==> config.mk <==
export PLATFORM = sky130hd
export DESIGN_NAME = bass_treble_shelf_equalizer_core
export DESIGN_NICKNAME = d
export VERILOG_FILES = /design/src/hdl/btse_pkg.sv /design/src/hdl/btse_mac.sv /design/src/hdl/btse_ctrl.sv /design/src/hdl/bass_treble_shelf_equalizer_core.sv
export SDC_FILE = /design/constraint.sdc
export NUM_CORES = 2
export LEC_CHECK = 0
export ABC_AREA = 1
export BUFFER_PORTS_ARGS = -buffer_cell sky130_fd_sc_hd__clkbuf_2
export CAP_MARGIN = 15
export CORE_MARGIN = 1.5
export CORE_UTILIZATION = 40
export DETAILED_ROUTE_END_ITERATION = 16
export GPL_TIMING_DRIVEN = 0
export SYNTH_ARGS = -nofsm -noshare
export SYNTH_HDL_FRONTEND = slang
export SYNTH_SLANG_ARGS = --single-unit
==> constraint.sdc <==
create_clock -name clk -period 9.1 [get_ports clk]
set_input_delay 0.91 -clock clk [delete_from_list [all_inputs] [get_ports clk]]
set_output_delay 0.91 -clock clk [all_outputs]
set_load 0.01 [all_outputs]
==> src/hdl/btse_pkg.sv <==
package btse_pkg;

    // Widths of the coefficient and sample fields.
    localparam int COEF_WIDTH     = 20;
    localparam int COEF_FRAC_BITS = 16;
    localparam int SAMPLE_WIDTH   = 16;

    // Packed register layouts: three feedforward and two feedback coefficients.
    localparam int FF_WIDTH       = 3 * COEF_WIDTH;
    localparam int FB_WIDTH       = 2 * COEF_WIDTH;
    localparam int CFG_DATA_WIDTH = 60;
    localparam int CFG_IDX_WIDTH  = 2;

    // Product and accumulator widths; five terms need three guard bits.
    localparam int PROD_WIDTH = COEF_WIDTH + SAMPLE_WIDTH;
    localparam int ACC_WIDTH  = PROD_WIDTH + 3;
    localparam int QUOT_WIDTH = ACC_WIDTH - COEF_FRAC_BITS;

    // Register indexes of the configuration port.
    localparam logic [CFG_IDX_WIDTH-1:0] REG_BASS_FF   = CFG_IDX_WIDTH'(0);
    localparam logic [CFG_IDX_WIDTH-1:0] REG_BASS_FB   = CFG_IDX_WIDTH'(1);
    localparam logic [CFG_IDX_WIDTH-1:0] REG_TREBLE_FF = CFG_IDX_WIDTH'(2);
    localparam logic [CFG_IDX_WIDTH-1:0] REG_TREBLE_FB = CFG_IDX_WIDTH'(3);

    // Reset value of a feedforward register: b0 = 1.0, b1 = b2 = 0.
    localparam logic [FF_WIDTH-1:0] FF_RESET =
        {COEF_WIDTH'(1 << COEF_FRAC_BITS), {(2 * COEF_WIDTH){1'b0}}};

    // Terms of one biquad, in the order the shared unit evaluates them.
    localparam int NUM_TERMS  = 5;
    localparam int TERM_WIDTH = $clog2(NUM_TERMS);
    localparam logic [TERM_WIDTH-1:0] TERM_B0   = TERM_WIDTH'(0);
    localparam logic [TERM_WIDTH-1:0] TERM_B1   = TERM_WIDTH'(1);
    localparam logic [TERM_WIDTH-1:0] TERM_B2   = TERM_WIDTH'(2);
    localparam logic [TERM_WIDTH-1:0] TERM_FA1  = TERM_WIDTH'(3);
    localparam logic [TERM_WIDTH-1:0] TERM_FA2  = TERM_WIDTH'(4);
    localparam logic [TERM_WIDTH-1:0] TERM_LAST = TERM_FA2;

    typedef enum logic [1:0] {
        ST_IDLE,
        ST_MAC,
        ST_DRAIN,
        ST_WB
    } ctrl_state_t;

    typedef enum logic {
        STAGE_BASS,
        STAGE_TREBLE
    } stage_t;

    // Controls of the shared multiply-accumulate unit.
    typedef struct packed {
        logic issue;
        logic first;
    } mac_ctrl_t;

    // Everything the sequencer tells the datapath.
    typedef struct packed {
        mac_ctrl_t                 mac;
        logic [TERM_WIDTH-1:0]     term;
        stage_t                    stage;
        logic                      wb_bass;
        logic                      wb_treble;
        logic                      busy;
    } seq_ctrl_t;

    // Divides the accumulator by 2^COEF_FRAC_BITS toward zero and saturates.
    function automatic logic signed [SAMPLE_WIDTH-1:0] stage_result(
        input logic signed [ACC_WIDTH-1:0] acc
    );
        logic signed [ACC_WIDTH-1:0]  bias;
        logic signed [ACC_WIDTH-1:0]  biased;
        logic signed [QUOT_WIDTH-1:0] quot;
        logic [QUOT_WIDTH-SAMPLE_WIDTH:0] top_bits;
        logic signed [SAMPLE_WIDTH-1:0] res;
        bias     = acc[ACC_WIDTH-1] ? ACC_WIDTH'((1 << COEF_FRAC_BITS) - 1) : '0;
        biased   = acc + bias;
        quot     = QUOT_WIDTH'(biased >>> COEF_FRAC_BITS);
        top_bits = quot[QUOT_WIDTH-1:SAMPLE_WIDTH-1];
        if ((top_bits == '0) || (top_bits == '1))
        begin
            res = quot[SAMPLE_WIDTH-1:0];
        end
        else if (quot[QUOT_WIDTH-1])
        begin
            res = {1'b1, {(SAMPLE_WIDTH - 1){1'b0}}};
        end
        else
        begin
            res = {1'b0, {(SAMPLE_WIDTH - 1){1'b1}}};
        end
        return res;
    endfunction

endpackage

==> src/hdl/btse_mac.sv <==
module btse_mac (
    input  logic                                      clk,
    input  logic                                      rst_n,
    input  btse_pkg::mac_ctrl_t                       mac_ctrl,
    input  logic signed [btse_pkg::COEF_WIDTH-1:0]    coef,
    input  logic signed [btse_pkg::SAMPLE_WIDTH-1:0]  sample,
    output logic signed [btse_pkg::ACC_WIDTH-1:0]     acc
);
    import btse_pkg::*;

    logic signed [PROD_WIDTH-1:0] prod_reg;
    logic                         prod_valid_reg;
    logic                         prod_first_reg;
    logic signed [ACC_WIDTH-1:0]  acc_reg;
    logic signed [ACC_WIDTH-1:0]  acc_next;

    // Multiplier stage: one product per cycle, registered.
    always_ff @(posedge clk or negedge rst_n)
    begin
        if (!rst_n)
        begin
            prod_valid_reg <= 1'b0;
            prod_first_reg <= 1'b0;
        end
        else
        begin
            prod_valid_reg <= mac_ctrl.issue;
            prod_first_reg <= mac_ctrl.first;
        end
    end

    always_ff @(posedge clk)
    begin
        if (mac_ctrl.issue)
        begin
            prod_reg <= coef * sample;
        end
    end

    // Accumulator stage: the first term of a stage restarts the sum.
    always_comb
    begin
        if (prod_first_reg)
        begin
            acc_next = ACC_WIDTH'(prod_reg);
        end
        else
        begin
            acc_next = acc_reg + ACC_WIDTH'(prod_reg);
        end
    end

    always_ff @(posedge clk)
    begin
        if (prod_valid_reg)
        begin
            acc_reg <= acc_next;
        end
    end

    assign acc = acc_reg;

endmodule

==> src/hdl/btse_ctrl.sv <==
module btse_ctrl (
    input  logic                  clk,
    input  logic                  rst_n,
    input  logic                  in_accept,
    input  logic                  out_free,
    output btse_pkg::seq_ctrl_t   ctrl
);
    import btse_pkg::*;

    ctrl_state_t            state_reg;
    ctrl_state_t            state_next;
    stage_t                 stage_reg;
    stage_t                 stage_next;
    logic [TERM_WIDTH-1:0]  term_reg;
    logic [TERM_WIDTH-1:0]  term_next;

    always_ff @(posedge clk or negedge rst_n)
    begin
        if (!rst_n)
        begin
            state_reg <= ST_IDLE;
            stage_reg <= STAGE_BASS;
            term_reg  <= TERM_B0;
        end
        else
        begin
            state_reg <= state_next;
            stage_reg <= stage_next;
            term_reg  <= term_next;
        end
    end

    // Next state: five products, a drain, a writeback, per stage.
    always_comb
    begin
        state_next = state_reg;
        stage_next = stage_reg;
        term_next  = term_reg;
        case (state_reg)
            ST_IDLE:
            begin
                if (in_accept)
                begin
                    state_next = ST_MAC;
                    stage_next = STAGE_BASS;
                    term_next  = TERM_B0;
                end
            end
            ST_MAC:
            begin
                if (term_reg == TERM_LAST)
                begin
                    state_next = ST_DRAIN;
                end
                else
                begin
                    term_next = term_reg + TERM_WIDTH'(1);
                end
            end
            ST_DRAIN:
            begin
                state_next = ST_WB;
            end
            ST_WB:
            begin
                if (stage_reg == STAGE_BASS)
                begin
                    state_next = ST_MAC;
                    stage_next = STAGE_TREBLE;
                    term_next  = TERM_B0;
                end
                else if (out_free)
                begin
                    state_next = ST_IDLE;
                end
            end
            default:
            begin
                state_next = ST_IDLE;
            end
        endcase
    end

    // Outputs decoded from the current state; the treble writeback also needs out_free.
    always_comb
    begin
        ctrl.mac.issue = (state_reg == ST_MAC);
        ctrl.mac.first = (state_reg == ST_MAC) && (term_reg == TERM_B0);
        ctrl.term      = term_reg;
        ctrl.stage     = stage_reg;
        ctrl.wb_bass   = (state_reg == ST_WB) && (stage_reg == STAGE_BASS);
        ctrl.wb_treble = (state_reg == ST_WB) && (stage_reg == STAGE_TREBLE) && out_free;
        ctrl.busy      = (state_reg != ST_IDLE);
    end

endmodule

==> src/hdl/bass_treble_shelf_equalizer_core.sv <==
// Channel | Signals                                  | Direction
// input   | in_valid, in_stall, in_sample, block_start | item in
// output  | out_valid, out_stall, out_sample         | item out
// config  | cfg_wr_en, cfg_index, cfg_data           | register write
//
// A new item is not accepted until the last one is done: each biquad runs
// five products through the one shared multiplier, a drain state for the
// accumulator and a writeback that rounds, saturates and writes history.
// Reset clears history, control state and loads the unity-gain coefficients.
// The finished item waits in the output register; a stalled output holds the
// block in its final writeback until the register is free.
module bass_treble_shelf_equalizer_core (
    input  logic                                         clk,
    input  logic                                         rst_n,
    input  logic                                         in_valid,
    output logic                                         in_stall,
    input  logic signed [btse_pkg::SAMPLE_WIDTH-1:0]     in_sample,
    input  logic                                         block_start,
    output logic                                         out_valid,
    input  logic                                         out_stall,
    output logic signed [btse_pkg::SAMPLE_WIDTH-1:0]     out_sample,
    input  logic                                         cfg_wr_en,
    input  logic [btse_pkg::CFG_IDX_WIDTH-1:0]           cfg_index,
    input  logic [btse_pkg::CFG_DATA_WIDTH-1:0]          cfg_data
);
    import btse_pkg::*;

    seq_ctrl_t                      ctrl;
    logic                           in_accept;
    logic                           out_free;

    logic [FF_WIDTH-1:0]            bass_ff_reg;
    logic [FB_WIDTH-1:0]            bass_fb_reg;
    logic [FF_WIDTH-1:0]            treble_ff_reg;
    logic [FB_WIDTH-1:0]            treble_fb_reg;

    logic signed [SAMPLE_WIDTH-1:0] x_reg;
    logic signed [SAMPLE_WIDTH-1:0] bass_in0_reg;
    logic signed [SAMPLE_WIDTH-1:0] bass_in1_reg;
    logic signed [SAMPLE_WIDTH-1:0] bass_out0_reg;
    logic signed [SAMPLE_WIDTH-1:0] bass_out1_reg;
    logic signed [SAMPLE_WIDTH-1:0] treble_in0_reg;
    logic signed [SAMPLE_WIDTH-1:0] treble_in1_reg;
    logic signed [SAMPLE_WIDTH-1:0] treble_out0_reg;
    logic signed [SAMPLE_WIDTH-1:0] treble_out1_reg;

    logic                           out_valid_reg;
    logic signed [SAMPLE_WIDTH-1:0] out_sample_reg;

    logic [FF_WIDTH-1:0]            sel_ff;
    logic [FB_WIDTH-1:0]            sel_fb;
    logic signed [COEF_WIDTH-1:0]   op_coef;
    logic signed [SAMPLE_WIDTH-1:0] op_sample;
    logic signed [ACC_WIDTH-1:0]    acc;
    logic signed [SAMPLE_WIDTH-1:0] stage_y;

    assign in_accept = in_valid && !in_stall;
    assign out_free  = !out_valid_reg || !out_stall;
    assign in_stall  = ctrl.busy;

    btse_ctrl u_ctrl (
        .clk       (clk),
        .rst_n     (rst_n),
        .in_accept (in_accept),
        .out_free  (out_free),
        .ctrl      (ctrl)
    );

    // Coefficient registers.
    always_ff @(posedge clk or negedge rst_n)
    begin
        if (!rst_n)
        begin
            bass_ff_reg   <= FF_RESET;
            bass_fb_reg   <= '0;
            treble_ff_reg <= FF_RESET;
            treble_fb_reg <= '0;
        end
        else if (cfg_wr_en)
        begin
            case (cfg_index)
                REG_BASS_FF:   bass_ff_reg   <= FF_WIDTH'(cfg_data);
                REG_BASS_FB:   bass_fb_reg   <= FB_WIDTH'(cfg_data);
                REG_TREBLE_FF: treble_ff_reg <= FF_WIDTH'(cfg_data);
                REG_TREBLE_FB: treble_fb_reg <= FB_WIDTH'(cfg_data);
                default:
                begin
                end
            endcase
        end
    end

    // Operand selection for the shared multiplier.
    always_comb
    begin
        sel_ff = (ctrl.stage == STAGE_BASS) ? bass_ff_reg : treble_ff_reg;
        sel_fb = (ctrl.stage == STAGE_BASS) ? bass_fb_reg : treble_fb_reg;
        case (ctrl.term)
            TERM_B0:
            begin
                op_coef   = sel_ff[2 * COEF_WIDTH +: COEF_WIDTH];
                op_sample = x_reg;
            end
            TERM_B1:
            begin
                op_coef   = sel_ff[COEF_WIDTH +: COEF_WIDTH];
                op_sample = (ctrl.stage == STAGE_BASS) ? bass_in0_reg : treble_in0_reg;
            end
            TERM_B2:
            begin
                op_coef   = sel_ff[0 +: COEF_WIDTH];
                op_sample = (ctrl.stage == STAGE_BASS) ? bass_in1_reg : treble_in1_reg;
            end
            TERM_FA1:
            begin
                op_coef   = sel_fb[COEF_WIDTH +: COEF_WIDTH];
                op_sample = (ctrl.stage == STAGE_BASS) ? bass_out0_reg : treble_out0_reg;
            end
            TERM_FA2:
            begin
                op_coef   = sel_fb[0 +: COEF_WIDTH];
                op_sample = (ctrl.stage == STAGE_BASS) ? bass_out1_reg : treble_out1_reg;
            end
            default:
            begin
                op_coef   = '0;
                op_sample = '0;
            end
        endcase
    end

    btse_mac u_mac (
        .clk      (clk),
        .rst_n    (rst_n),
        .mac_ctrl (ctrl.mac),
        .coef     (op_coef),
        .sample   (op_sample),
        .acc      (acc)
    );

    // Rounding toward zero and saturation of the finished sum.
    assign stage_y = stage_result(acc);

    // Stage input: the accepted sample, then the bass result for the treble stage.
    always_ff @(posedge clk)
    begin
        if (in_accept)
        begin
            x_reg <= in_sample;
        end
        else if (ctrl.wb_bass)
        begin
            x_reg <= stage_y;
        end
    end

    // History of both stages; a block start clears it before filtering.
    always_ff @(posedge clk or negedge rst_n)
    begin
        if (!rst_n)
        begin
            bass_in0_reg    <= '0;
            bass_in1_reg    <= '0;
            bass_out0_reg   <= '0;
            bass_out1_reg   <= '0;
            treble_in0_reg  <= '0;
            treble_in1_reg  <= '0;
            treble_out0_reg <= '0;
            treble_out1_reg <= '0;
        end
        else if (in_accept && block_start)
        begin
            bass_in0_reg    <= '0;
            bass_in1_reg    <= '0;
            bass_out0_reg   <= '0;
            bass_out1_reg   <= '0;
            treble_in0_reg  <= '0;
            treble_in1_reg  <= '0;
            treble_out0_reg <= '0;
            treble_out1_reg <= '0;
        end
        else if (ctrl.wb_bass)
        begin
            bass_in1_reg  <= bass_in0_reg;
            bass_in0_reg  <= x_reg;
            bass_out1_reg <= bass_out0_reg;
            bass_out0_reg <= stage_y;
        end
        else if (ctrl.wb_treble)
        begin
            treble_in1_reg  <= treble_in0_reg;
            treble_in0_reg  <= x_reg;
            treble_out1_reg <= treble_out0_reg;
            treble_out0_reg <= stage_y;
        end
    end

    // Output register.
    always_ff @(posedge clk or negedge rst_n)
    begin
        if (!rst_n)
        begin
            out_valid_reg <= 1'b0;
        end
        else if (ctrl.wb_treble)
        begin
            out_valid_reg <= 1'b1;
        end
        else if (!out_stall)
        begin
            out_valid_reg <= 1'b0;
        end
    end

    always_ff @(posedge clk)
    begin
        if (ctrl.wb_treble)
        begin
            out_sample_reg <= stage_y;
        end
    end

    assign out_valid  = out_valid_reg;
    assign out_sample = out_sample_reg;

    // A new item starts the bass stage with its first product.
    assert property (@(posedge clk) disable iff (!rst_n)
        in_accept |=> (ctrl.mac.issue && ctrl.mac.first && ctrl.stage == STAGE_BASS))
        else $error("accepted item did not start the bass stage");

    // The output register is never loaded over an item still waiting.
    assert property (@(posedge clk) disable iff (!rst_n)
        ctrl.wb_treble |-> (!out_valid_reg || !out_stall))
        else $error("output item overwritten");

    // A result appears only after the treble writeback.
    assert property (@(posedge clk) disable iff (!rst_n)
        $rose(out_valid_reg) |-> $past(ctrl.wb_treble))
        else $error("result without treble writeback");

    // The multiplier is idle while a stage result is written back.
    assert property (@(posedge clk) disable iff (!rst_n)
        (ctrl.wb_bass || ctrl.wb_treble) |-> !ctrl.mac.issue)
        else $error("product issued during writeback");

endmodule
; ---- Word-level counts from Yosys, hierarchy flattened
; Index checks and enable logic that the tools add are counted.
[totals]
register_bits = 444
latchBits = 0
mem_bits_rw = 0
mem_bits_ro = 0
in_bits = 84
out_inout_bits = 18
mem_count = 0
[op_classes]
n_addsub = 3
multipliers = 1
div_mod_pow = 0
n_lt_le_gt_ge = 0
n_eq_ne = 18
shifts = 0
mux = 46
bitwise_logic = 1
n_reduce_logical = 29
[op_table]
columns = operator, count
row1 = $mux W16, 28
row2 = $pmux W20 S5, 1
row3 = $pmux W16 S5, 1
row4 = $mux W60, 1
row5 = $mux W40, 1
row6 = $add A39 B17 Y39, 1
row7 = $add A39 B36 Y39, 1
row8 = $mux W39, 1
row9 = $mul A20 B16 Y36, 1
row10 = $reduce_and A2 Y1, 6
row11 = $reduce_bool A2 Y1, 5
row12 = $mux W3, 3
row13 = $pmux W3 S3, 1
row14 = $eq A2 B2 Y1 const B, 4
row15 = $eq A8 B8 Y1 const B, 1
row16 = $logic_not A8 Y1, 1
row17 = $mux W2, 4
row18 = $ne A2 B2 Y1 const B, 4
row19 = $pmux W2 S4, 1
row20 = $eq A3 B2 Y1 const B, 2
row21 = $logic_and A1 B1 Y1, 6
row22 = $eq A2 B1 Y1 const B, 2
row23 = $logic_not A2 Y1, 2
row24 = $ne A2 B1 Y1 const B, 2
row25 = other kinds (13), 18

; ---- Logic depth before layout (Yosys ltp)
[logic_depth]
ltp_word = 8
ltp_mapped = 36
ltp_nobuf = 34

; ---- Hierarchy
; From an unflattened synthesis, not the netlist that was laid out.
[hier_totals]
cells_unflattened = 4634
hier_area_um2 = 36939.2
[by_module_without_submodules]
columns = mod, instances, cells_per_inst, area_per_inst_um2
row1 = btse_mac, 1, 2467, 18305.1
row2 = bass_treble_shelf_equalizer_core, 1, 2095, 18146.2
row3 = btse_ctrl, 1, 72, 488.0

; ---- Worst setup path before layout
; Ideal clock, no wire load.
[synth_path]
path_kind = reg-to-reg
start = reg u_ctrl.term_reg[0]
end = reg u_mac.prod_reg[25] (data pin)
setup_ns = 0.252
arrival_time_ns = 6.703
required_ns = 8.848
setup_slack_ns = 2.145
path_stages_with_launch = 32
n_path_buf = 4
synth_period_minus_slack_ns = 6.955
path_cell_list = dfrtp_1 > ha_1 > ha_1 > clkbuf_1 > inv_1 > clkbuf_1 > o21ai_0 > a211oi_1 > and2_1 > buf_2 > buf_1 > nor2_1 > fa_1 > inv_1 > fa_1 > fa_1 > inv_1 > fa_1 > fa_1 > inv_1 > fa_1 > inv_1 > ha_1 > a21o_1 > a31oi_1 > a21boi_0 > o21ai_0 > a21boi_0 > or2_2 > nand2_1 > nand2_1 > nand2_1
[synth_via]
elab_chain_len = 3
word_cells_on_any_way = 8
classes_between = mul: 1 / eq/ne: 4 / mux: 2 / reduce/logical: 1
[synth_rtl]
columns = element, line_no
row1 = start: declaration, btse_ctrl.sv:14  ; logic [TERM_WIDTH-1:0] term_reg;
row2 = start signal: assignment, btse_ctrl.sv:29  ; term_reg <= term_next;
row3 = $eq A3 B3 Y1 (tied with other cells), bass_treble_shelf_equalizer_core.sv:98  ; case (ctrl.term)
row4 = $pmux W20 S5 / $pmux W16 S5 (equally long branches), bass_treble_shelf_equalizer_core.sv:98
row5 = $mul A20 B16 Y36 (*), btse_mac.sv:36  ; prod_reg <= coef * sample;
row6 = end signal: assignment, btse_mac.sv:36
row7 = end: declaration, btse_mac.sv:11  ; logic signed [PROD_WIDTH-1:0] prod_reg;
; Mark *: on every way between the ends. The rest lies on a longest branch, timed or not.
; A chain may end at the register's enable or synchronous reset.

; ---- Worst setup path in the final report
[layout_path]
start = reg u_ctrl.stage_reg
end = reg u_mac.prod_reg[27] (data pin)
[layout_via]
elab_chain_len = 3
word_cells_on_any_way = 9
classes_between = mul: 1 / mux: 8
[layout_rtl]
columns = element, line_no
row1 = start: declaration, btse_ctrl.sv:12  ; stage_t stage_reg;
row2 = start signal: assignment, btse_ctrl.sv:28  ; stage_reg <= stage_next;
row3 = $mux W40 (tied with other cells), bass_treble_shelf_equalizer_core.sv:97  ; sel_fb = (ctrl.stage == STAGE_BASS) ? bass_fb_reg : treble_fb_reg;
row4 = $pmux W20 S5 / $pmux W16 S5 (equally long branches), bass_treble_shelf_equalizer_core.sv:98
row5 = $mul A20 B16 Y36 (*), btse_mac.sv:36
; Marks and branches as above.

==> results.py <==
metrics = {
    "routing": {
        "wl_per_cell_um": 19.6,
        "drt_iter0_drc": 2879,
        "first_pass_iters": 6,
        "vias_per_cell": 5.26,
        "drt_wl_total_um": 113000,
        "num_vias": 30400,
        "ant_nets": 0,
        "drc": 0,
    },
    "clock_tree": {
        "cts_inserted_buffers": 51,
        "clk-insertion-delay-late_ns": 0.64,
        "cts_tree": "built",
        "cts_num_sinks": 444,
        "clockBufferDepth": 3,
        "htree_num_levels": 2,
        "cts_root_buf": "clkbuf_16",
        "post_cts_buffers": 0,
        "clkTransAtPathRegs_ns": 0.06,
        "hold_buffers": 0,
    },
    "timing": {
        "finalSetupViolations": 0,
        "worst_pin_slew_ns": 1.14,
        "period_minus_slack_ns": 8.75,
        "rsz0062_at_grt": "false",
        "hold_viol": 0,
        "drv_slew": 0,
        "finClkSkew_ns": 0.0358,
        "post-route-period-util_pct": 96.1,
        "final.setup.worst_slack_ns": 0.355,
        "timing.fmax_mhz": 114,
        "maxSlewHeadroom_pct": 23.4,
    },
    "yosys": {
        "yosys.area.top_type_share_pct": 23.7,
        "synth_most_common_cell": "nand2_1",
        "synth_common_cells": "nand2_1, inv_1, o21ai_0",
        "ys_seq_elements": 444,
        "synth_fp_nets": 4972,
        "syn_inst": 4416,
        "ys_warn_count": 0,
        "synth_edf_count": 107,
        "async_flop_share_pct": 75.9,
        "synth_flop_cell": "dfrtp_1",
        "mappedNetlistArea_mm2": 0.0354,
        "ys_seq_area_share_pct": 32.9,
        "synthDistinctLibCells": 52,
        "syn_avg_cell_area_um2": 8.01,
        "synth_top_area_cell": "dfrtp_1",
        "synth.area.top_cells": "dfrtp_1, fa_1, nand2_1",
    },
    "worst_setup_path": {
        "reg2reg_from": "u_ctrl.stage_reg",
        "cp_data_arrival_time_ns": 9.21,
        "worstSetupStartpointType": "flop",
        "path_class": "flop to flop",
        "critPathRequiredTime_ns": 9.57,
        "cp_max_fo": 10,
        "max_stage_delay_ns": 0.65,
        "cpMostUsedCell": "fa_1",
        "setup.worst_path.start": "u_ctrl.stage_reg",
        "cp_slowest_cell": "clkbuf_1",
        "crit_path_end_kind": "flop",
    },
    "layout": {
        "final_cells": 5774,
        "nNetsFinal": 5133,
        "synthToLayoutAreaGrowth_pct": 10.8,
        "design_area_mm2": 0.0392,
        "drive_gt1_share_pct": 7.27,
        "antenna_cells": 0,
    },
    "global_route": {
        "grt_max_degree": 96,
        "grt_overflow": 0,
        "antenna_found_initial": 1,
        "grt_usage_pct": 25.3,
        "grt_pass1_wl_um": 175000,
        "grt_pass1_vias": 29900,
    },
    "placed_design": {
        "hpwl_um": 87700,
        "place_ws_ns": 0.386,
        "numPortBuffers": 101,
        "dpl.cell_count": 5680,
        "gp_congestion": 0.958,
        "placed_cell_area_mm2": 0.0375,
    },
    "floorplanning": {
        "dieArea_mm2": 0.0902,
        "die_x_um": 300,
        "io-pin-count": 102,
        "core_area_mm2": 0.0872,
        "start_util_pct": 40.6,
        "die_h_um": 300,
        "core.rowCount": 108,
    },
    "status": {
        "status": "finished clean",
    },
    "run": {
        "drv_cap": 0,
    },
    "min_path": {
        "hold_class": "primary input to asynchronous set/reset pin",
    },
}
[worst max-delay path, delay by kind of cell, from the launching register on]
kind / cells / cell delay, ns
flip-flops: 1 / 0.47
adder cells (fa/ha/maj): 7 / 3.49
buffers and inverters: 9 / 2.40
AND/OR/NAND/NOR: 7 / 0.98
XOR/XNOR: 1 / 0.20
AO/OA/AOI/OAI: 4 / 1.01
[area by class of cell]
class / instances / area, um2
fill: 8809 / 48000
multi-input combinational: 3065 / 20200
sequential: 444 / 11600
inverter: 729 / 2740
clock buffer: 70 / 1470
tap: 1155 / 1450
buffer: 177 / 776
timing repair buffer: 109 / 679
clock inverter: 25 / 219
[routing by layer]
layer  global-route usage (%)  wire, um  vias to the layer above
met1                     35.5     49600                    14900
met2                     40.0     51200                     1111
met3                     3.44      8210                      215
li1                         -         -                    14100
met4                     9.43      4220                        0
met5                        0         0                        -
[through the flow]
step	TNS, ns	hold WS (ns)	utilization (%)
2_1_floorplan	0	0.437	-
3_3_place_gp	-188.50	0.450	42.8
3_5_place_dp	0	0.458	43.0
4_1_cts	0	0.343	45.0
5_1_grt	0	0.371	45.0
6_report	0	0.321	45.0
[layout by cell type (no fill, tap or decap), drive strengths merged, types with 26 or more instances in the layout]
cell type / count
ha: 153
fa: 319
nand2: 1129
xor2: 36
inv: 729
nand3: 154
buf: 65
a31oi: 26
a21oi: 192
nor2: 423
o22ai: 29
clkbuf: 291
dfrtp: 335
o21ai: 420
edfxtp: 107
[logic make-up after synthesis]
| group | after synthesis | synth area share (%) |
|---|---|---|
| simple gates | 1817 | 21.5 |
| buf+inv | 907 | 9.93 |
| compound gates | 722 | 10.8 |
| fa+ha+maj | 472 | 23.5 |
| flops | 444 | 32.9 |
| xor+xnor | 54 | 1.34 |
[worst paths after layout]
path                       cells after the start                 end  slack [ns]
hold / removal                                 1     bass_fb_reg[10]        0.32
setup reg to reg                              28  u_mac.prod_reg[27]        0.35
hold reg to reg                                2  treble_in1_reg[11]        0.47
min in group clk                               2  treble_in1_reg[11]        0.47
max in group asynchronous                      3    bass_out0_reg[6]        7.46
setup / recovery                              28  u_mac.prod_reg[27]        0.35
[repair_timing]
item                                    CTS  global route
resized for setup                         0             4
endpoints found under the hold margin     0             0
endpoints found under the setup margin    0             3
Power is left out: the tool's default activity adds up to more than one toggle a clock period on the data nets, which glitch-free logic cannot reach.
